### config.mk
export PLATFORM = sky130hd
export DESIGN_NAME = eolf_ctrl
export DESIGN_NICKNAME = d
export VERILOG_FILES = /design/src/hdl/eolf_pkg.sv /design/src/hdl/eolf_ctrl.sv
export SDC_FILE = /design/constraint.sdc
export NUM_CORES = 1
export LEC_CHECK = 0
export ABC_AREA = 1
export BUFFER_PORTS_ARGS = -buffer_cell sky130_fd_sc_hd__buf_2
export CORE_MARGIN = 1.5
export CORE_UTILIZATION = 30
export DETAILED_ROUTE_END_ITERATION = 16
export SLEW_MARGIN = 15
export SYNTH_ARGS = -nofsm -noshare
export SYNTH_HDL_FRONTEND = slang
export SYNTH_SLANG_ARGS = --single-unit
### constraint.sdc
create_clock -name clk -period 4.48 [get_ports clk]
set_clock_uncertainty 0.1 [all_clocks]
set_input_delay 0.672 -clock clk [delete_from_list [all_inputs] [get_ports clk]]
set_output_delay 0.672 -clock clk [all_outputs]
set_load 0.1 [all_outputs]
### src/hdl/eolf_pkg.sv
// ----------------------------------------------------------------------------
// eolf_pkg
// shared types, constants and fixed-point helpers for the exp-over-linear
// residual and jacobian unit
// ----------------------------------------------------------------------------
package eolf_pkg;

  localparam int unsigned DIV_STEPS = 49;
  localparam logic [62:0] SUM_MAX = '1;
  localparam logic signed [47:0] EXP_LIMIT = 48'sd1048576;
  localparam logic signed [31:0] LOG2E_Q16 = 32'sd94548;
  localparam logic signed [31:0] Q_MAX = 32'sh7fff_ffff;

  // register indexes on the configuration channel
  localparam logic [1:0] REG_DECAY_RATE   = 2'd0;
  localparam logic [1:0] REG_DENOM_OFFSET = 2'd1;
  localparam logic [1:0] REG_DENOM_SLOPE  = 2'd2;

  typedef enum logic [4:0] {
    OP_NONE, OP_LOAD, OP_MUL_BX, OP_CALC_T, OP_CALC_L, OP_CALC_U, OP_CALC_E,
    OP_DS_MODEL, OP_WB_MODEL, OP_DS_RES, OP_WB_RES, OP_DS_G, OP_WB_G,
    OP_MUL_XG, OP_CALC_D0, OP_DS_D1, OP_WB_D1, OP_DS_D2, OP_WB_D2,
    OP_ACC, OP_ZERO, OP_OUT
  } op_t;

  typedef struct packed {
    op_t  op;
    logic in_ready;
  } cmd_t;

  typedef struct packed {
    logic in_valid;
    logic div_busy;
    logic zero_case;
    logic out_full;
  } stat_t;

  // 2^(j/16) in q16, j = 0..16
  function automatic logic [17:0] pow2_tab(input logic [4:0] j);
    logic [17:0] v;
    case (j)
      5'd0:    v = 18'd65536;
      5'd1:    v = 18'd68438;
      5'd2:    v = 18'd71468;
      5'd3:    v = 18'd74632;
      5'd4:    v = 18'd77936;
      5'd5:    v = 18'd81386;
      5'd6:    v = 18'd84990;
      5'd7:    v = 18'd88752;
      5'd8:    v = 18'd92682;
      5'd9:    v = 18'd96785;
      5'd10:   v = 18'd101070;
      5'd11:   v = 18'd105545;
      5'd12:   v = 18'd110218;
      5'd13:   v = 18'd115098;
      5'd14:   v = 18'd120194;
      5'd15:   v = 18'd125515;
      5'd16:   v = 18'd131072;
      default: v = 18'd131072;
    endcase
    return v;
  endfunction

  function automatic logic ovf32(input logic signed [63:0] v);
    return (v > 64'sh0000_0000_7fff_ffff) || (v < -64'sh0000_0000_8000_0000);
  endfunction

  function automatic logic signed [31:0] sat32(input logic signed [63:0] v);
    logic signed [31:0] r;
    if (v > 64'sh0000_0000_7fff_ffff) r = 32'sh7fff_ffff;
    else if (v < -64'sh0000_0000_8000_0000) r = -32'sh8000_0000;
    else r = v[31:0];
    return r;
  endfunction

  // add half an lsb and floor-shift a q32.32 product back to q16.16
  function automatic logic signed [63:0] round16(input logic signed [63:0] p);
    return (p + 64'sd32768) >>> 16;
  endfunction

endpackage

### src/hdl/eolf_ctrl.sv
// ----------------------------------------------------------------------------
// eolf_ctrl
// sequencer that steps the datapath through one sample
// ----------------------------------------------------------------------------
module eolf_ctrl (
  input  logic            clk,
  input  logic            rst,
  input  eolf_pkg::stat_t stat,
  output eolf_pkg::cmd_t  cmd
);
  import eolf_pkg::*;

  typedef enum logic [20:0] {
    S_IDLE = 21'd1 << 0,  S_MUL1 = 21'd1 << 1,  S_T    = 21'd1 << 2,
    S_L    = 21'd1 << 3,  S_U    = 21'd1 << 4,  S_E    = 21'd1 << 5,
    S_ZERO = 21'd1 << 6,  S_DS_M = 21'd1 << 7,  S_W_M  = 21'd1 << 8,
    S_DS_R = 21'd1 << 9,  S_W_R  = 21'd1 << 10, S_DS_G = 21'd1 << 11,
    S_W_G  = 21'd1 << 12, S_MG   = 21'd1 << 13, S_D0   = 21'd1 << 14,
    S_DS_1 = 21'd1 << 15, S_W_1  = 21'd1 << 16, S_DS_2 = 21'd1 << 17,
    S_W_2  = 21'd1 << 18, S_ACC  = 21'd1 << 19, S_DONE = 21'd1 << 20
  } state_t;

  state_t state, state_next;

  always_ff @(posedge clk) begin
    if (rst) state <= S_IDLE;
    else state <= state_next;
  end

  always_comb begin
    state_next   = state;
    cmd.op       = OP_NONE;
    cmd.in_ready = 1'b0;
    case (state)
      S_IDLE: begin
        cmd.in_ready = 1'b1;
        if (stat.in_valid) begin
          cmd.op     = OP_LOAD;
          state_next = S_MUL1;
        end
      end
      S_MUL1: begin cmd.op = OP_MUL_BX; state_next = S_T; end
      S_T:    begin cmd.op = OP_CALC_T; state_next = S_L; end
      S_L:    begin cmd.op = OP_CALC_L; state_next = S_U; end
      S_U:    begin cmd.op = OP_CALC_U; state_next = S_E; end
      S_E: begin
        cmd.op     = OP_CALC_E;
        state_next = stat.zero_case ? S_ZERO : S_DS_M;
      end
      S_ZERO: begin cmd.op = OP_ZERO; state_next = S_DONE; end
      S_DS_M: begin cmd.op = OP_DS_MODEL; state_next = S_W_M; end
      S_W_M: begin
        if (!stat.div_busy) begin cmd.op = OP_WB_MODEL; state_next = S_DS_R; end
      end
      S_DS_R: begin cmd.op = OP_DS_RES; state_next = S_W_R; end
      S_W_R: begin
        if (!stat.div_busy) begin cmd.op = OP_WB_RES; state_next = S_DS_G; end
      end
      S_DS_G: begin cmd.op = OP_DS_G; state_next = S_W_G; end
      S_W_G: begin
        if (!stat.div_busy) begin cmd.op = OP_WB_G; state_next = S_MG; end
      end
      S_MG:   begin cmd.op = OP_MUL_XG; state_next = S_D0; end
      S_D0:   begin cmd.op = OP_CALC_D0; state_next = S_DS_1; end
      S_DS_1: begin cmd.op = OP_DS_D1; state_next = S_W_1; end
      S_W_1: begin
        if (!stat.div_busy) begin cmd.op = OP_WB_D1; state_next = S_DS_2; end
      end
      S_DS_2: begin cmd.op = OP_DS_D2; state_next = S_W_2; end
      S_W_2: begin
        if (!stat.div_busy) begin cmd.op = OP_WB_D2; state_next = S_ACC; end
      end
      S_ACC: begin cmd.op = OP_ACC; state_next = S_DONE; end
      S_DONE: begin
        if (!stat.out_full) begin cmd.op = OP_OUT; state_next = S_IDLE; end
      end
      default: state_next = S_IDLE;
    endcase
  end
endmodule

==> flow_summary_export.csv, run 1 <==
group,metric,value,unit
timing,final_hold_viol_count,0,
timing,rsz0062_at_grt,"no",
clock_tree,htree_levels,1,
clock_tree,clk-insertion-delay-late,0.27,ns
power_and_ir_drop,max-vdd-ir-drop,0.370,mV
die,die_area,0.00582,mm²
final_layout,stdcell_area,0.00176,mm²
setup_path,critical_path.endpoint,"cmd[3]",
synth,post_synthesis_cell_area,0.00161,mm²
setup_path,worstReg2RegEnd,"state[8]",
place,port_buffers,11,
timing,finalSetupViolations,0,
clock_tree,clkSlewWorstSetupHoldPaths,0.08,ns
route,drt_iter0_markers,98,
synth,ys_dominant_reg_cell,"sky130_fd_sc_hd__dfxtp_1",
global_routing,overflow,0,
synth,netlist_instances,265,
place,placed_area,0.00172,mm²
setup_path,reg2reg_from,"state[16]",
final_layout,area_taken_by_multi_input_logic_gates,976,µm²
timing,slew-limit-headroom,35.4,%
place,hpwl_after_dpl,3250,µm
timing,min_period_over_period,70.1,%
final_layout,ff_latch_area,420,µm²
timing,final_max_slew_viol_count,0,
setup_path,worst_setup_path_start_kind,"flip-flop",
clock_tree,cts_resized,0,
route,wl_per_cell,12.3,µm
global_routing,first_global_vias,1540,
setup_path,critical_path_required,3.71,ns
timing,post-route-min-period,3.14,ns
timing,post-route-worst-setup-slack,1.34,ns
clock_tree,numCtsBuffers,3,
clock_tree,postCtsSetupRepairBufs,0,
synth,synth.yosys.seq_area_share,26.1,%
global_routing,grt_first_pass_wirelength,7200,µm
route,detail_route.drc_violations,0,
final_layout,mostFrequentLayoutCells,"sky130_fd_sc_hd__nor2_1 (54), sky130_fd_sc_hd__inv_1 (43), sky130_fd_sc_hd__nand2_1 (43), sky130_fd_sc_hd__nand3_1 (28), sky130_fd_sc_hd__dfxtp_1 (21)",
route,viasPerCell,4.76,
final_layout,drive_above_1_share,17.2,%
synth,synth-warning-count,0,
clock_tree,cts.sink_count,21,
final_layout,growth_of_design_area_from_synthesis_to_finish,9.32,%
final_layout,largest_registers,"state x21",
synth,yosys_register_bits,21,
place,dpl.cell_count,340,
final_layout,n_antenna_cell,0,
die,die_height,76.3,µm
setup_path,worstSetupEndpointType,"output port",
global_routing,largest_net_degree_at_the_start_of_global_routing,23,
route,dr_total_vias,1637,
final_layout,fin_nets,281,
final_layout,fill_cells,602,
final_layout,max_flop_register,"state",
timing,maximum_operating_frequency,0.318,GHz
power_and_ir_drop,powerDensity,700,mW/mm²
hold_path,hold_class,"reg2reg",
final_layout,finalCoreUtilization,34.3,%
synth,syn-mean-instance-area,6.08,µm²
synth,synth_cell_type_count,27,
place,globalplace.congestion,0.934,
outcome,status,"completed",
setup_path,ws_path_type,"reg2out",
final_layout,final_cells,344,
setup_path,timing.critical_path.from,"state[16]",
die,std_cell_rows,26,
clock_tree,tritoncts,"done",
power_and_ir_drop,leakagePower,1.03,nW
hold_path,whs_path_depth,2,
synth,syn-num-nets,271,
clock_tree,holdBufCountCts,0,
global_routing,all_layer_global_routing_usage,15.5,%
setup_path,path_max_fanout,12,
route,finalWirelength,4230,µm
setup_path,critical_path_arrival,2.37,ns
synth,postSynth.asyncResetShare,0,%
die,core_region_area,0.00514,mm²
timing,fin_tns_setup,0,ns
die,top_level_ports,12,
final_layout,layout_commonest_cell,"sky130_fd_sc_hd__nor2_1",
clock_tree,cts.root.buffer_cell,"sky130_fd_sc_hd__clkbuf_8",
run,timing.max_cap.violations,0,
final_layout,largest_register_ffs,21,
setup_path,reg2regPathDepth,9,
clock_tree,cts_max_path_buffers,2,
route,drt.antenna.violating_nets,0,
power_and_ir_drop,power.total,1.23,mW
die,effective_utilization_at_floorplan,31.4,%
route,drt_pre_antenna_iters,4,
synth,synth_enable_flop_cells,0,
timing,worst_slew_pin_slew,0.968,ns
timing,hold_ws,0.440,ns
setup_path,ff2ff_setup_slack,2.08,ns
die,die_x,76.3,µm
place,pre_cts_ws,1.69,ns
global_routing,antenna_violations_before_repair,0,
layout make-up:
class / count / area share (%)
Tap cell: 70 / 4.97
Sequential cell: 21 / 23.9
Multi-Input combinational cell: 191 / 55.4
Clock inverter: 1 / 0.284
Timing Repair Buffer: 11 / 3.12
Inverter: 47 / 10.0
Clock buffer: 3 / 2.34
power by group:
group          internal [mW]  switching [mW]
Sequential             0.218          0.0284
Clock                 0.0622          0.0672
Combinational          0.217           0.641
Total                  0.496           0.737
Yosys cell counts (all sizes together), types with 2 or more instances:
cell type / count / area (µm²)
o21ai: 2 / 10.0
nand4: 15 / 93.8
nand2: 53 / 234
nor3: 4 / 20.0
inv: 46 / 173
buf: 6 / 38.8
nor4: 2 / 12.5
a21oi: 9 / 45.0
nand3: 33 / 190
dfxtp: 21 / 420
nor2: 67 / 323
routing by layer:
layer / vias up / share of wire, % / GRT usage [%]
li1: 857 / - / -
met1: 735 / 48 / 19.8
met2: 36 / 46 / 26.0
met3: 9 / 3.6 / 2.28
met4: 0 / 2.3 / 6.48
met5: - / 0 / 0
cells by family after synthesis:
group	count (synthesis)	share of synthesized area, %
DFF	21	26.1
and+or+nand+nor	177	55.6
AOI/OAI and AO/OA	14	4.97
buffers and inverters	53	13.4
critical path: stages (launching register included):
cell	delay, ns
sky130_fd_sc_hd__dfxtp_1	0.34
sky130_fd_sc_hd__nor2_2	0.19
sky130_fd_sc_hd__nand3_2	0.29
sky130_fd_sc_hd__inv_2	0.21
sky130_fd_sc_hd__nand2_1	0.11
sky130_fd_sc_hd__nor2_1	0.28
sky130_fd_sc_hd__nor2_1	0.12
sky130_fd_sc_hd__nand4_1	0.12
sky130_fd_sc_hd__buf_2	0.44
how the worst min path moves through the flow:
stage	start	end	slack (ns)
finish	state[10]	state[10]	0.44
global route	stat[1]	state[7]	0.48
CTS	state[10]	state[10]	0.44
detailed placement	state[10]	state[10]	0.42
global placement	state[8]	state[8]	0.42
floorplan	state[8]	state[8]	0.39
(Power assumes the default switching activity.)
==> run 2, diff against run 1 <==
Settings changed: ABC_AREA 1 to 0.
Clock period 4.48 ns to 2.7 ns, I/O delays scaled along.
==> run 2 against run 1 <==
The flow now finishes with violations (negative setup slack). Setup slack lost 1.8 ns. Sequential share of layout area shrank 3.8 points. Worst hold slack lost 0.24 ns. Power shrank 30%. Combinational power shrank 62%. Register-to-register slack lost 2.2 ns. Global-route usage grew 5.8 points. First-iteration DRC count shrank 22%. Synthesized cell count shrank 42%. Critical path type unchanged. Critical endpoint unchanged.
==> flow_summary_export.csv, run 2 <==
group,metric,value,unit
place,pre_cts_ws,-0.173,ns
final_layout,largest_register_ffs,21,
place,placed_area,0.00184,mm²
clock_tree,tritoncts,"done",
final_layout,largest_registers,"state x21",
global_routing,grt_first_pass_wirelength,7040,µm
place,hpwl_after_dpl,3240,µm
setup_path,critical-path-top-delay-family,"simple AND/OR/NAND/NOR gates",
route,drt_iter0_markers,76,
timing,maximum_operating_frequency,0.318,GHz
setup_path,critPathBufInv,1,
synth,post_synthesis_cell_area,0.00125,mm²
timing,post-route-min-period,3.14,ns
clock_tree,clkSlewWorstSetupHoldPaths,0.08,ns
global_routing,first_global_vias,1494,
clock_tree,cts_max_path_buffers,2,
clock_tree,htree_levels,1,
die,die_x,67.6,µm
final_layout,fin_nets,232,
synth,postSynth.asyncResetShare,0,%
route,wl_per_cell,16.4,µm
final_layout,max_flop_register,"state",
global_routing,grt_util_met2,36.0,%
timing,final_hold_viol_count,0,
route,viasPerCell,5.49,
route,drt_pre_antenna_iters,4,
global_routing,largest_net_degree_at_the_start_of_global_routing,13,
final_layout,mostFrequentLayoutCells,"sky130_fd_sc_hd__buf_4 (57), sky130_fd_sc_hd__nor2_1 (20), sky130_fd_sc_hd__dfxtp_1 (19)",
die,top_level_ports,12,
power_and_ir_drop,powerDensity,412,mW/mm²
setup_path,crit_path_cell_trace,"or4_4 -> or4_4 -> or3_4 -> or3_4 -> nand4_1 -> buf_12",
final_layout,finalCoreUtilization,52.6,%
final_layout,layout_commonest_cell,"sky130_fd_sc_hd__buf_4",
global_routing,grt_most_used_layer,"met2",
synth,yosys_register_bits,21,
timing,min_period_over_period,116,%
hold_path,hold_class,"in2reg",
timing,final_max_slew_viol_count,0,
setup_path,critical_path_arrival,2.64,ns
synth,synth_enable_flop_cells,0,
synth,synth_top_area_cell,"sky130_fd_sc_hd__dfxtp_1",
die,die_height,67.6,µm
global_routing,antenna_violations_before_repair,0,
synth,synth-warning-count,0,
setup_path,path_max_fanout,4,
die,std_cell_rows,23,
timing,post-route-worst-setup-slack,-0.440,ns
synth,most_area_consuming_cells_after_synthesis,"sky130_fd_sc_hd__dfxtp_1 (34%), sky130_fd_sc_hd__nor2_1 (6.3%), sky130_fd_sc_hd__nor3_1 (4.0%), sky130_fd_sc_hd__nand3_1 (3.6%), sky130_fd_sc_hd__o21ai_0 (3.6%)",
route,dr_total_vias,1510,
outcome,status,"finished, violations left",
setup_path,longest_individual_stage_delay_on_the_worst_path,0.53,ns
timing,slew-limit-headroom,71.1,%
setup_path,worst_setup_path_start_kind,"flip-flop",
synth,netlist_instances,154,
clock_tree,numCtsBuffers,3,
power_and_ir_drop,max-vdd-ir-drop,0.247,mV
die,effective_utilization_at_floorplan,31.3,%
synth,ys_dominant_reg_cell,"sky130_fd_sc_hd__dfxtp_1",
timing,fin_tns_setup,-3.47,ns
setup_path,critical-path-slowest-cell,"sky130_fd_sc_hd__or4_4",
final_layout,stdcell_area,0.00210,mm²
synth,syn-mean-instance-area,8.13,µm²
route,drt.antenna.violating_nets,0,
place,globalplace.congestion,0.886,
timing,finalSetupViolations,22,
route,detail_route.drc_violations,0,
final_layout,growth_of_design_area_from_synthesis_to_finish,68.0,%
die,die_area,0.00457,mm²
clock_tree,cts.sink_count,21,
synth,syn-num-nets,160,
route,finalWirelength,4510,µm
power_and_ir_drop,leakagePower,0.905,nW
place,port_buffers,11,
setup_path,worstSetupEndpointType,"output port",
final_layout,fill_cells,360,
timing,hold_ws,0.199,ns
setup_path,critical_path_required,2.19,ns
synth,synth.yosys.seq_area_share,33.6,%
place,dpl.cell_count,259,
run,timing.max_cap.violations,0,
timing,worst_slew_pin_slew,0.429,ns
die,core_region_area,0.00400,mm²
timing,rsz0062_at_grt,"yes",
clock_tree,clk-insertion-delay-late,0.27,ns
global_routing,met1_routing_resource_usage_after_global_routing,25.4,%
outcome,failed_checks,"negative setup slack",
global_routing,all_layer_global_routing_usage,21.3,%
setup_path,ws_path_type,"reg2out",
final_layout,drive_above_1_share,47.1,%
synth,synth_top_cells_by_count,"sky130_fd_sc_hd__dfxtp_1 (21), sky130_fd_sc_hd__nor2_1 (21), sky130_fd_sc_hd__nor3_1 (10)",
final_layout,final_cells,275,
clock_tree,holdBufCountCts,0,
global_routing,grt_use_met3,3.67,%
power_and_ir_drop,power.total,0.866,mW
final_layout,n_antenna_cell,0,
synth,synth_cell_type_count,42,
synth,synth_top_area_share,33.6,%
clock_tree,cts.root.buffer_cell,"sky130_fd_sc_hd__clkbuf_8",
global_routing,overflow,0,
-- run 2: layout make-up --
cell class              instances  area (µm²)  area share (%)
clock buffers                   3        41.3            1.96
multi-input cells             126         951            45.2
inverters                       3        15.0           0.713
well taps                      50        62.6            2.97
clock inverters                 1        5.00           0.238
repair buffers                 71         607            28.8
flip-flops and latches         21         423            20.1
-- run 2: routing by layer --
layer  up-vias  part of all wire (%)
met5         -                     0
met4         0                   3.8
met3        13                   4.5
met2        41                    48
met1       719                    43
li1        737                     -
-- run 2: final timing paths --
| path | end | slack (ns) | from | cells past startpoint |
|---|---|---|---|---|
| max | cmd[3] | -0.44 | state[6] | 6 |
| min | state[7] | 0.20 | stat[1] | 2 |
| max reg2reg | state[10] | -0.14 | state[6] | 11 |
| min reg2reg | state[2] | 0.52 | state[1] | 3 |
-- run 2: cell families after synthesis --
kind of cell	Yosys count	synth area share, %
simple gates	93	45.6
compound gates	28	15.2
flops	21	33.6
buf+inv	7	2.20
xor+xnor	5	3.50
-- run 2: worst register-to-register path, stage by stage (launching register included) --
cell                       delay [ns]
sky130_fd_sc_hd__dfxtp_2         0.33
sky130_fd_sc_hd__or4_4           0.53
sky130_fd_sc_hd__or4_4           0.47
sky130_fd_sc_hd__buf_4           0.16
sky130_fd_sc_hd__buf_6           0.12
sky130_fd_sc_hd__nand4b_1        0.21
sky130_fd_sc_hd__buf_4           0.17
sky130_fd_sc_hd__buf_4           0.14
sky130_fd_sc_hd__a31oi_4         0.21
sky130_fd_sc_hd__buf_6           0.15
sky130_fd_sc_hd__o21ai_0         0.08
sky130_fd_sc_hd__a21oi_1         0.13
-- run 2: what timing repair did --
item,4_1_cts,5_1_grt
setup buffers,12,3
pin swaps,7,13
resized for setup,16,12
setup endpoints to repair,5,9
-- run 2: power by group --
| part | switching (mW) | internal, mW | leakage [nW] | total (mW) |
|---|---|---|---|---|
| registers | 0.00314 | 0.316 | 0.171 | 0.319 |
| logic | 0.199 | 0.131 | 0.708 | 0.330 |
| clock network | 0.113 | 0.103 | 0.0255 | 0.217 |
| total | 0.316 | 0.550 | 0.905 | 0.866 |
